`config.mk`:
```
export PLATFORM = sky130hd
export DESIGN_NAME = sgm_control
export DESIGN_NICKNAME = d
export VERILOG_FILES = /design/src/hdl/sobel_gradient_magnitude_defines.svh /design/src/hdl/sgm_pkg.sv /design/src/hdl/sgm_control.sv
export SDC_FILE = /design/constraint.sdc
export NUM_CORES = 1
export LEC_CHECK = 0
export ABC_CLOCK_PERIOD_IN_PS = 1100
export BUFFER_PORTS_ARGS = -buffer_cell sky130_fd_sc_hd__buf_2
export CORE_AREA = 2 2 39 41
export DETAILED_ROUTE_END_ITERATION = 8
export DIE_AREA = 0 0 41 43
export SLEW_MARGIN = 10
export SYNTH_ARGS = -nofsm -noshare
export SYNTH_HDL_FRONTEND = slang
export SYNTH_SLANG_ARGS = --single-unit
export TNS_END_PERCENT = 5
```
`constraint.sdc`:
```
create_clock -name clock -period 1.1 [get_ports clock]
set_input_delay 0.055 -clock clock [delete_from_list [all_inputs] [get_ports clock]]
set_output_delay 0.055 -clock clock [all_outputs]
set_load 0.005 [all_outputs]
```
`src/hdl/sobel_gradient_magnitude_defines.svh`:
```
// assertion macros for the sobel gradient magnitude block
`ifndef SOBEL_GRADIENT_MAGNITUDE_DEFINES_SVH
`define SOBEL_GRADIENT_MAGNITUDE_DEFINES_SVH
`ifndef SYNTHESIS
`define SGM_ASSERT_IMPLY(label, clk, rst, ante, cons) \
   label: assert property (@(posedge clk) disable iff (rst) (ante) |-> (cons)) \
      else $error("sgm same-cycle check failed");
`define SGM_ASSERT_NEXT(label, clk, rst, ante, cons) \
   label: assert property (@(posedge clk) disable iff (rst) (ante) |=> (cons)) \
      else $error("sgm next-cycle check failed");
`else
`define SGM_ASSERT_IMPLY(label, clk, rst, ante, cons)
`define SGM_ASSERT_NEXT(label, clk, rst, ante, cons)
`endif
`endif

```
`src/hdl/sgm_pkg.sv`:
```
// types and constants shared by the sobel gradient magnitude block
`timescale 1ns / 1ps
package sgm_pkg;

   localparam logic       REG_IMAGE_WIDTH  = 1'b0;
   localparam logic       REG_IMAGE_HEIGHT = 1'b1;
   localparam logic [9:0]  WIDTH_RESET     = 10'd384;
   localparam logic [11:0] HEIGHT_RESET    = 12'd384;

   typedef struct packed {
      logic [7:0] pixel;
      logic       flush;
   } req_type;

   typedef struct packed {
      logic [7:0] magnitude;
      logic       row_end;
      logic       frame_end;
   } rsp_type;

   typedef enum logic [2:0] {
      ST_IDLE,
      ST_LOAD,
      ST_SQUARE,
      ST_SUM,
      ST_ROOT,
      ST_EMIT
   } state_type;

   typedef struct packed {
      logic accept;
      logic load;
      logic square;
      logic sum;
      logic root_step;
      logic emit;
   } cmd_type;

   typedef struct packed {
      logic has_result;
      logic root_done;
      logic out_free;
   } sts_type;

endpackage

```
`src/hdl/sgm_control.sv`:
```
// sequencing state machine for the sobel gradient magnitude block
`timescale 1ns / 1ps
module sgm_control
   import sgm_pkg::*;
(
   input  logic    clock,
   input  logic    reset,
   input  logic    req_valid,
   output logic    req_ready,
   input  sts_type sts,
   output cmd_type cmd
);

   state_type state_ff, state_in;

   always_ff @(posedge clock) begin
      if (reset) begin
         state_ff <= ST_IDLE;
      end else begin
         state_ff <= state_in;
      end
   end

   always_comb begin
      state_in  = state_ff;
      cmd       = '0;
      req_ready = 1'b0;
      unique case (state_ff)
         ST_IDLE: begin
            req_ready = 1'b1;
            if (req_valid) begin
               cmd.accept = 1'b1;
               state_in   = ST_LOAD;
            end
         end
         ST_LOAD: begin
            cmd.load = 1'b1;
            state_in = sts.has_result ? ST_SQUARE : ST_IDLE;
         end
         ST_SQUARE: begin
            cmd.square = 1'b1;
            state_in   = ST_SUM;
         end
         ST_SUM: begin
            cmd.sum  = 1'b1;
            state_in = ST_ROOT;
         end
         ST_ROOT: begin
            cmd.root_step = 1'b1;
            if (sts.root_done) begin
               state_in = ST_EMIT;
            end
         end
         ST_EMIT: begin
            if (sts.out_free) begin
               cmd.emit = 1'b1;
               state_in = ST_IDLE;
            end
         end
      endcase
   end

endmodule

```
==> flow_summary.json <==
{
  "synthMuxAreaShare_pct": 6.25,
  "status": "complete, no violations",
  "synth_top_area_share_pct": 33.3,
  "vias": 226,
  "powerDensity_nw_per_um2": 1280,
  "grt.overflow.total": 0,
  "startpoint_type": "register",
  "r2r-start": "state_ff[2]",
  "synth_top_family_by_area": "simple AND/OR/NAND/NOR gates",
  "finalPower_mw": 0.441,
  "syn_inst": 23,
  "cp-endpoint": "cmd[5]",
  "slew_headroom_pct": 75.0,
  "yosysSeqAreaShare_pct": 33.3,
  "cap_violations": 0,
  "r2r_slack_ns": 0.09,
  "pin_count": 13,
  "rows": 14,
  "wirelength_um": 520,
  "cts_tree": "done",
  "tightest_slew_ns": 0.365,
  "top_regs": "state_ff x3",
  "cts_made_buffers": 3,
  "clock_sinks": 3,
  "final.period_utilization_pct": 99.1,
  "ys_warn_count": 0,
  "final_cells": 57,
  "crit_path_end_kind": "primary output",
  "clk_pin_slew_ns": 0.04,
  "slowest_stage": "dfxtp_2",
  "htreeDepth": 1,
  "place_inst": 52,
  "rsz0062_at_grt": "yes",
  "final-hold-violation-count": 0,
  "fin_area_um2": 344,
  "cts-root-buf": "clkbuf_4",
  "cts.path.max_buffers": 2,
  "min_path_type": "input pin to register",
  "largest_register_ffs": 3,
  "cp.arrival_ns": 1.04,
  "synth_compound_area_share_pct": 13.2,
  "register_area_um2": 66.3,
  "vias_per_cell": 3.96,
  "dieArea_um2": 1760,
  "critPathRequiredTime_ns": 1.04,
  "largest_register": "state_ff",
  "worstPathCellList": "buf_6, nor3_4, and2_1, buf_2",
  "grt_max_degree": 9,
  "dp_hpwl_um": 388,
  "worstReg2RegEnd": "state_ff[0]",
  "gp_congestion": 0.638,
  "cts_hold_buf": 0,
  "multiInputGateArea_um2": 141,
  "grt_pass1_wl_um": 807,
  "crit_start": "state_ff[0]",
  "io_buffers": 12,
  "setup_viol": 0,
  "synth_xor_area_share_pct": 0,
  "fillers": 161,
  "fin_util_pct": 24.9,
  "synthSimpleGateAreaFrac_pct": 44.4,
  "worstPathMaxFanout": 5,
  "cp_num_buf_inv": 2,
  "synthTopCellsByArea": "dfxtp_1 33%, nor2b_1 10%, and2_1 6.9%",
  "finClkSkew_ns": 0.00276,
  "first_iter_violations": 3,
  "die_y_um": 43,
  "fin_nets": 48,
  "drc": 0,
  "syn_area_per_cell_um2": 7.83,
  "place_area_um2": 270,
  "syn2layout_area_growth_pct": 91.0,
  "final.min_clock_period_ns": 1.09,
  "antenna_found_initial": 0,
  "track_usage_pct": 7.72,
  "yosys.cell_types.count": 14,
  "start_util_pct": 13.0,
  "synth_fa_ha_area_share_pct": 0,
  "reg2regPathDepth": 3,
  "design.core.area_um2": 1380,
  "crit_type": "register to primary output",
  "ys_ff_latch": 3,
  "worstSkewPairLatency_ns": 0.23,
  "avgRoutedWirePerCell_um": 9.12,
  "cp_top_family": "flip-flops",
  "synth_fp_nets": 29,
  "yosys.area.top_type": "dfxtp_1",
  "grt_pass1_vias": 211,
  "p_leak_nw": 0.172,
  "max_freq_mhz": 917,
  "diodes": 0,
  "die_w_um": 41,
  "drive_gt1_share_pct": 63.4,
  "drtAntennaViolNets": 0,
  "cp_slowest_stage_delay_ns": 0.33,
  "drv_slew": 0,
  "first_pass_iters": 2,
  "ir_drop_v": 0.000336,
  "syn_area_um2": 180,
  "critical_path_depth": 4
}
cell usage in the layout, fill, tap and decap left out, drive strengths merged:
cell,count
nor3b,1
nand2,2
nor2b,3
mux2,1
and2,2
nor4,1
a21oi,1
dfxtp,3
o21ba,1
nor2,3
clkbuf,4
buf,15
nor3,2
a2111oi,1
nand2b,1
synth_stat cells:
library cell and number:
o21ba_1 1, nor3b_1 1, dfxtp_1 3, nor3_1 2, a2111oi_0 1, buf_2 1, nand2b_1 1, nand2_1 2
mux2_2 1, and2_1 2, nor4_1 1, nor2b_1 3, a21oi_1 1, nor2_1 3
layout make-up:
class / instances / share of cell area, %
clock buffer: 4 / 7.64
multi-input combinational: 19 / 41.1
sequential: 3 / 19.3
tap: 16 / 5.82
timing repair buffer: 15 / 26.2
worst min-delay path by stage:
stage / start / endpoint / slack [ns] / cells after the start
finish: reset / state_ff[1] / 0.01 / 2
global route: reset / state_ff[1] / 0.02 / 2
CTS: reset / state_ff[1] / 0.01 / 2
detailed placement: reset / state_ff[1] / 0.27 / 2
global placement: reset / state_ff[1] / 0.26 / 2
floorplan: reset / state_ff[1] / 0.13 / 1
logic make-up (layout without fill, tap and decap cells):
family	count (synthesis)	in the layout
flops	3	3
compound gates	3	3
mux	1	1
simple gates	15	15
buf+inv	1	19
timing repair:
item / in CTS / in global routing
gates resized for setup: 10 / 1
buffers inserted: 1 / 0
endpoints found under the setup margin: 7 / 5
pin swaps: 1 / 0
routing by layer:
metal | wire length, um | share of wire, % | vias up | track usage [%]
li1 | - | - | 115 | -
met1 | 181 | 35 | 100 | 7.05
met2 | 281 | 54 | 9 | 10.3
met3 | 43 | 8.3 | 2 | 2.09
met4 | 14 | 2.7 | 0 | 12.0
met5 | 0 | 0 | - | 0
through the flow:
step	hold slack [ns]	setup TNS (ns)	setup slack, ns
after detailed placement	0.265	0	0.0688
after global routing	0.0210	-0.130	-0.0702
after CTS	0.0117	0	0.00593
final	0.0148	0	0.00940
after global placement	0.257	0	0.113
after floorplan	0.131	0	0.0855
power breakdown:
group          leakage [nW]  internal [mW]  switching, mW
Combinational         0.131         0.0685         0.0423
Sequential           0.0261          0.118         0.0146
Clock                0.0150          0.136         0.0607
Total                 0.172          0.323          0.118
Power figures use the tool's default switching activity.
